## src/hdl/comdr_pkg.sv

```systemverilog
package comdr_pkg;

  // Item codes
  localparam logic OP_ACCUM   = 1'b0;
  localparam logic OP_CORRECT = 1'b1;

  // Axis select for the shared divider
  localparam logic [1:0] AXIS_X = 2'd0;
  localparam logic [1:0] AXIS_Y = 2'd1;
  localparam logic [1:0] AXIS_Z = 2'd2;

  localparam logic signed [63:0] MOM_MAX = 64'sh7FFF_FFFF_FFFF_FFFF;
  localparam logic signed [63:0] MOM_MIN = 64'sh8000_0000_0000_0000;
  localparam logic [31:0]        S32_MAX = 32'h7FFF_FFFF;
  localparam logic [31:0]        S32_MIN = 32'h8000_0000;

  // Controller to datapath commands
  typedef struct packed {
    logic       prod_load;   // register products of an accumulate item
    logic       accum;       // add products and mass into the sums
    logic       clear_sums;  // start sums from zero on this add
    logic       corr_load;   // compute and register a corrected item
    logic       zero_drift;  // total mass was zero: drift 0, flag set
    logic       div_start;   // launch division for the selected axis
    logic       drift_we;    // capture divider result into drift
    logic [1:0] axis;        // axis under division
  } dp_cmd_t;

  // Datapath to controller status
  typedef struct packed {
    logic mass_zero;  // running mass total is zero
    logic div_done;   // divider result valid this cycle
  } dp_sts_t;

  // Signed 64-bit add, saturating on overflow
  function automatic logic signed [63:0] sat_add64(input logic signed [63:0] a,
                                                   input logic signed [63:0] b);
    logic signed [63:0] s;
    s = a + b;
    if (a[63] == b[63] && s[63] != a[63]) begin
      return a[63] ? MOM_MIN : MOM_MAX;
    end
    return s;
  endfunction

  // v - d saturated to 32 bits; bit 32 of the result is the clip flag
  function automatic logic [32:0] sat_sub32(input logic signed [31:0] v,
                                            input logic signed [31:0] d);
    logic signed [32:0] r;
    r = {v[31], v} - {d[31], d};
    if (r[32] != r[31]) begin
      return {1'b1, (r[32] ? S32_MIN : S32_MAX)};
    end
    return {1'b0, r[31:0]};
  endfunction

endpackage

```

## src/hdl/comdr_ctrl.sv

```systemverilog
module comdr_ctrl import comdr_pkg::*; (
  input  logic    clk,
  input  logic    rst_n,
  input  logic    in_valid,
  output logic    in_ready,
  input  logic    in_opcode,
  input  logic    in_last,
  output logic    out_valid,
  input  logic    out_ready,
  output dp_cmd_t cmd,
  input  dp_sts_t sts
);

  typedef enum logic [3:0] {
    S_IDLE      = 4'b0001,
    S_ADD       = 4'b0010,
    S_DIV_START = 4'b0100,
    S_DIV_WAIT  = 4'b1000
  } state_t;

  state_t     state_r, state_nxt;
  logic       last_r, last_nxt;
  logic       fresh_r, fresh_nxt;
  logic       out_valid_r, out_valid_nxt;
  logic [1:0] axis_r, axis_nxt;
  logic       accept;

  // Accumulate items need no output space; correct items need a free slot
  assign in_ready = (state_r == S_IDLE) &&
                    (in_opcode == OP_ACCUM || !out_valid_r || out_ready);
  assign accept   = in_valid && in_ready;

  always_comb begin
    state_nxt     = state_r;
    last_nxt      = last_r;
    fresh_nxt     = fresh_r;
    axis_nxt      = axis_r;
    out_valid_nxt = out_valid_r && !out_ready;
    cmd           = '0;
    cmd.axis      = axis_r;
    case (state_r)
      S_IDLE: begin
        if (accept) begin
          if (in_opcode == OP_CORRECT) begin
            cmd.corr_load = 1'b1;
            out_valid_nxt = 1'b1;
            fresh_nxt     = 1'b1;
          end else begin
            cmd.prod_load = 1'b1;
            last_nxt      = in_last;
            state_nxt     = S_ADD;
          end
        end
      end
      S_ADD: begin
        cmd.accum      = 1'b1;
        cmd.clear_sums = fresh_r;
        fresh_nxt      = 1'b0;
        axis_nxt       = AXIS_X;
        state_nxt      = last_r ? S_DIV_START : S_IDLE;
      end
      S_DIV_START: begin
        if (sts.mass_zero) begin
          cmd.zero_drift = 1'b1;
          state_nxt      = S_IDLE;
        end else begin
          cmd.div_start = 1'b1;
          state_nxt     = S_DIV_WAIT;
        end
      end
      S_DIV_WAIT: begin
        if (sts.div_done) begin
          cmd.drift_we = 1'b1;
          if (axis_r == AXIS_Z) begin
            state_nxt = S_IDLE;
          end else begin
            axis_nxt  = axis_r + 2'd1;
            state_nxt = S_DIV_START;
          end
        end
      end
      default: begin
        state_nxt = S_IDLE;
      end
    endcase
  end

  always_ff @(posedge clk) begin
    if (!rst_n) begin
      state_r     <= S_IDLE;
      last_r      <= 1'b0;
      fresh_r     <= 1'b1;
      out_valid_r <= 1'b0;
      axis_r      <= AXIS_X;
    end else begin
      state_r     <= state_nxt;
      last_r      <= last_nxt;
      fresh_r     <= fresh_nxt;
      out_valid_r <= out_valid_nxt;
      axis_r      <= axis_nxt;
    end
  end

  assign out_valid = out_valid_r;

endmodule

```

## config.mk

```make
export PLATFORM = sky130hd
export DESIGN_NAME = comdr_ctrl
export DESIGN_NICKNAME = d
export VERILOG_FILES = /design/src/hdl/comdr_pkg.sv /design/src/hdl/comdr_ctrl.sv
export SDC_FILE = /design/constraint.sdc
export NUM_CORES = 1
export LEC_CHECK = 0
export BUFFER_PORTS_ARGS = -buffer_cell sky130_fd_sc_hd__buf_4
export CORE_MARGIN = 5
export CORE_UTILIZATION = 29
export DETAILED_ROUTE_END_ITERATION = 12
export PLACE_DENSITY = 0.48
export SLEW_MARGIN = 15
export SYNTH_ARGS = -nofsm -noshare
export SYNTH_HDL_FRONTEND = slang
export SYNTH_SLANG_ARGS = --single-unit
```

## constraint.sdc

```tcl
create_clock -name clk -period 1.3 [get_ports clk]
set_clock_uncertainty 0.1 [all_clocks]
set_input_delay 0.065 -clock clk [delete_from_list [all_inputs] [get_ports clk]]
set_output_delay 0.065 -clock clk [all_outputs]
set_load 0.02 [all_outputs]
```

==> impl_metrics.csv, run 1 <==
group,metric,value,unit
cts,cts.sinks,9,
grt,grt_pass1_vias,716,
cts,insertion_delay,260,ps
floorplanning,core,0.00198,mm2
place,routabilityCongestion,0.756,
finish,syn2layout_area_growth,93.4,%
power,sequentialPowerShare,40.1,%
power,pwr_density_cell,615,mW/mm2
finish,num-nets-final,125,
drt,drcViolationCount,0,
logic_synthesis,yosys_warnings,0,
logic_synthesis,ys_top_cells_by_count,"dfxtp_1, a21oi_1, inv_1, nor2_1, nand2b_1",
power,report.power.total,0.725,mW
timing,setup_slack,-337,ps
power,p_int,0.519,mW
finish,antennaDiodeCount,0,
worst_setup_path,crit_slowest_cell,"or4b_4",
logic_synthesis,seq_area_frac_synth,29.6,%
timing,finalHoldViolations,0,
power,p_leak,0.498,nW
logic_synthesis,yosysUniqueCellTypes,33,
grt,antenna_found_initial,0,
timing,worst_slew_pin_slew,349,ps
worst_setup_path,critPathMaxStageDelay,580,ps
cts,clock_tree.root_cell,"clkbuf_4",
drt,drt_iter0_drc,17,
logic_synthesis,synth_edf_count,0,
floorplanning,start_util,30.7,%
logic_synthesis,async_reset_ff_share,0,%
floorplanning,die_w,55.8,um
worst_setup_path,critPathLaunchType,"flop",
place,portBuffers,18,
job,maxCapViolations,0,
logic_synthesis,yosysMostFrequentCell,"dfxtp_1",
power,switching_share,28.5,%
worst_setup_path,crit_required,1130,ps
worst_setup_path,critPathKind,"flop to output port",
hold_path,worstHoldPathType,"input pin to flop",
worst_setup_path,end_kind,"output port",
drt,wl,1910,um
timing,maxSlewHeadroom,76.6,%
worst_setup_path,cp_cell_sequence,"or4b_4 > a21oi_2 > buf_6",
logic_synthesis,synth_ff_type,"dfxtp_1",
timing,timing.setup.tns,-3340,ps
power,vdd_drop_max,0.457,mV
power,p_clk_share,29.9,%
logic_synthesis,synth_cells,68,
drt,wl_per_cell,13.4,um
place,post-dp-hpwl,1290,um
logic_synthesis,netlist_area,609,um2
cts,cts_made_buffers,3,
drt,vias,707,
timing,rsz0062_at_grt,"true",
grt,grt_max_degree,8,
logic_synthesis,syn_nets,77,
grt,grt_pass1_wl,3190,um
floorplanning,num_io_pins,19,
outcome,failed_checks,"setup timing",
timing,slew_viol_final,0,
grt,gr-total-overflow,0,
timing,max_freq,611,MHz
finish,layout-drive-gt1-share,63.5,%
worst_setup_path,arrival,1470,ps
worst_setup_path,critical_path.max_fanout,5,
floorplanning,dieArea,0.00312,mm2
logic_synthesis,synth-seq-cells,9,
outcome,status,"finished with violations",
drt,vias_per_cell,4.98,
cts,cts_max_level,1,
timing,period_needed,1640,ps
cts,cts_tree,"yes",
drt,drt-pass1-iter-count,4,
logic_synthesis,synth_area_leaders,"dfxtp_1, nor4b_2, or4b_4",
logic_synthesis,synth_area_leader_cell,"dfxtp_1",
cts,cts_buffer_depth,2,
power,pwr-share-comb,30.0,%
drt,antenna_left,0,
timing,finalCritPeriodShare,126,%
grt,grt.total_usage,12.7,%
floorplanning,num_rows,16,
logic_synthesis,yosys.area.top_type_share,29.6,%
timing,setup_viol,14,
power,p_sw,0.207,mW
floorplanning,fp.dieH,55.8,um
cts,clk_pin_slew,60,ps
logic_synthesis,avgSynthCellArea,8.96,um2
==> area by class of cell <==
class / count / area (um2)
flip-flops and latches: 9 / 195
repair buffers: 47 / 425
fillers: 172 / 803
multi-input cells: 50 / 479
well taps: 27 / 33.8
inverters: 5 / 18.8
clock buffers: 4 / 26.3
==> what timing repair did <==
item,CTS,global route
endpoints found under the hold margin,5,0
pin swaps,9,5
endpoints found under the setup margin,17,17
hold buffers,2,0
buffers inserted,8,6
resized for setup,28,13
==> critical path, delay by kind of cell (launching register included) <==
kind                   cells  cell delay, ps
AOI/OAI and AO/OA          1             140
buffers and inverters      1             130
DFF                        1             360
and+or+nand+nor            1             580
==> cells by family after synthesis <==
group | after synthesis | share of synthesized area [%]
adders and majority gates | 1 | 2.05
buffers and inverters | 9 | 9.24
and+or+nand+nor | 31 | 37.6
xor gates and xnor gates | 1 | 1.44
DFF | 9 | 29.6
AOI/OAI and AO/OA | 17 | 20.1
==> final timing paths <==
kind / depth (start not counted) / slack (ps) / start / to
max: 3 / -340 / state_r[1] / in_ready
min: 3 / 20 / in_valid / last_r
max reg2reg: 4 / -240 / state_r[2] / state_r[2]
min reg2reg: 2 / 400 / last_r / last_r
==> registers in the layout (all words and copies together), names as in the netlist <==
name,count
out_valid,1
axis_r,2
state_r,4
fresh_r,1
last_r,1
==> cells in the final DEF (no fill, tap or decap), drive strengths merged, types with 2 or more instances in the layout <==
master,instances
a21oi,5
and2,2
and3,2
buf,45
clkbuf,4
dfxtp,9
dlygate4sd3,2
inv,5
nand2,3
nand2b,4
nor2,5
nor2b,2
nor3b,2
nor4b,4
o2111ai,2
o21ai,2
or4b,2
==> power by group through the flow <==
stage	combinational, mW	sequential (mW)	clock, mW
finish	0.218	0.291	0.217
global route	0.234	0.292	0.231
CTS	0.189	0.291	0.223
detailed placement	0.155	0.301	0
global placement	0.154	0.301	0
floorplan	0.0851	0.297	0
==> routing by layer <==
metal / up-vias / share of wire (%) / track usage (%)
met4: 0 / 0.63 / 5.08
li1: 350 / - / -
met2: 20 / 49 / 20.9
met5: - / 0 / 0
met3: 2 / 4.9 / 2.55
met1: 335 / 45 / 16.1
==> stage by stage <==
| step | setup WS (ps) | cell area (um2) | hold WS (ps) | std cells | utilization, % |
|---|---|---|---|---|---|
| 3_3_place_gp | -179 | 855 | 198 | 122 | 43.1 |
| 4_1_cts | -332 | 1070 | 3.05 | 136 | 53.8 |
| 2_1_floorplan | -113 | 629 | 45.0 | 68 | - |
| 6_report | -337 | 1180 | 19.5 | 142 | 59.5 |
| 5_1_grt | -364 | 1180 | 46.0 | 142 | 59.5 |
| 3_5_place_dp | -169 | 855 | 208 | 122 | 43.1 |
Note: power is estimated with default switching activity, not from simulation.
==> inputs of run 2 (changes only) <==
Settings changed: RECOVER_POWER set to 100.
==> impl_metrics.csv, run 2 (synthesis gave the netlist of run 1 again) <==
group,metric,value,unit
outcome,status,"finished with violations",
outcome,failed_checks,"setup timing",
drt,drt-pass1-iter-count,4,
worst_setup_path,cp_cell_sequence,"or4b_4 > a21oi_2 > buf_6",
power,vdd_drop_max,0.457,mV
grt,grt_pass1_wl,3190,um
worst_setup_path,crit_family,"simple AND/OR/NAND/NOR gates",
cts,clock_tree.root_cell,"clkbuf_4",
finish,final_common_cell,"buf_4",
finish,antennaDiodeCount,0,
floorplanning,dieArea,0.00312,mm2
worst_setup_path,end_kind,"output port",
worst_setup_path,cp_num_buf_inv,1,
finish,layout_common_cells,"buf_4, buf_6, inv_1, dfxtp_1",
worst_setup_path,critPathKind,"flop to output port",
drt,wl,1900,um
finish,final_area,0.00117,mm2
drt,vias,705,
timing,worst_slew_pin_slew,351,ps
drt,vias_per_cell,4.96,
cts,cts_tree,"yes",
cts,insertion_delay,260,ps
cts,clk_pin_slew,60,ps
worst_setup_path,crit_required,1130,ps
drt,drcViolationCount,0,
finish,ff_latch_area,195,um2
grt,gr-total-overflow,0,
cts,cts.sinks,9,
job,maxCapViolations,0,
timing,worst_hold_slack,19.4,ps
worst_setup_path,crit_slowest_cell,"or4b_4",
finish,num-nets-final,125,
place,dpl_cell_area,855,um2
drt,wl_met2,938,um
worst_setup_path,critPathMaxStageDelay,580,ps
grt,antenna_found_initial,0,
finish,fillers,172,
timing,rsz0062_at_grt,"true",
power,p_leak,0.485,nW
grt,grt_pass1_vias,716,
drt,wl_per_cell,13.4,um
timing,setup_viol,14,
timing,max_freq,610,MHz
grt,grt.total_usage,12.7,%
finish,top_regs,"state_r x4, axis_r x2",
drt,drt_iter0_drc,16,
worst_setup_path,arrival,1470,ps
hold_path,worstHoldPathType,"input pin to flop",
timing,slew_viol_final,0,
timing,maxSlewHeadroom,76.5,%
finish,syn2layout_area_growth,91.6,%
drt,top_layer,"met4",
floorplanning,start_util,30.7,%
finish,largest_register_ffs,4,
cts,cts_made_buffers,3,
place,routabilityCongestion,0.756,
floorplanning,num_io_pins,19,
finish,top_register,"state_r",
floorplanning,fp.dieH,55.8,um
floorplanning,die_w,55.8,um
worst_setup_path,critPathLaunchType,"flop",
timing,setup_slack,-338,ps
floorplanning,core,0.00198,mm2
finish,layout-drive-gt1-share,60.9,%
grt,grt_max_degree,8,
cts,cts_max_level,1,
drt,antenna_left,0,
finish,multi_input_area,479,um2
timing,finalCritPeriodShare,126,%
floorplanning,num_rows,16,
drt,met3_length,95,um
cts,cts_buffer_depth,2,
power,pwr_density_cell,620,mW/mm2
worst_setup_path,critical_path.max_fanout,5,
drt,wl_met1,852,um
timing,finalHoldViolations,0,
place,post-dp-hpwl,1290,um
timing,period_needed,1640,ps
place,portBuffers,18,
==> run 2: layout make-up <==
class,instances,share of cell area [%]
flip-flops and latches,9,16.7
clock buffers,4,2.25
repair buffers,47,35.5
inverters,5,1.61
well taps,27,2.89
multi-input cells,50,41.1
==> run 2: timing repair <==
| item | CTS | global route |
|---|---|---|
| gates resized for setup | 28 | 13 |
| pin swaps | 9 | 5 |
| hold buffers | 2 | 0 |
| endpoints found under the hold margin | 5 | 0 |
| buffers inserted | 8 | 6 |
| setup endpoints to repair | 17 | 17 |
==> run 2: path summary, 6_finish.rpt <==
path,startpoint,end,slack (ps),depth (start not counted)
max,state_r[1],in_ready,-340,3
min,in_valid,last_r,20,3
max reg2reg,state_r[2],state_r[2],-240,4
min reg2reg,last_r,last_r,400,2
==> run 2: routing by layer <==
layer | vias to the layer above | track usage, %
met5 | - | 0
met4 | 0 | 5.08
met3 | 2 | 2.55
met2 | 22 | 20.9
met1 | 331 | 16.1
li1 | 350 | -
==> run 2: report_power, final <==
part / switching [mW] / internal (mW)
sequential: 0.0116 / 0.279
clock: 0.0987 / 0.118
combinational: 0.0959 / 0.120
total: 0.206 / 0.517
==> run 2: stage by stage <==
stage | setup WS [ps] | TNS, ps | util [%] | cells | total power [mW]
after CTS | -332 | -2970 | 53.8 | 136 | 0.703
final | -338 | -3340 | 58.9 | 142 | 0.723
after global routing | -364 | -4100 | 58.9 | 142 | 0.755
after detailed placement | -169 | -1470 | 43.1 | 122 | 0.455
after global placement | -179 | -1440 | 43.1 | 122 | 0.455
after floorplan | -113 | -599 | - | 68 | 0.382
==> run 2: worst reg2reg max path: stages, from the launching register on <==
cell and delay [ps]:
dfxtp_4 390, buf_6 130, buf_6 100, or4b_4 480, o2111a_1 240
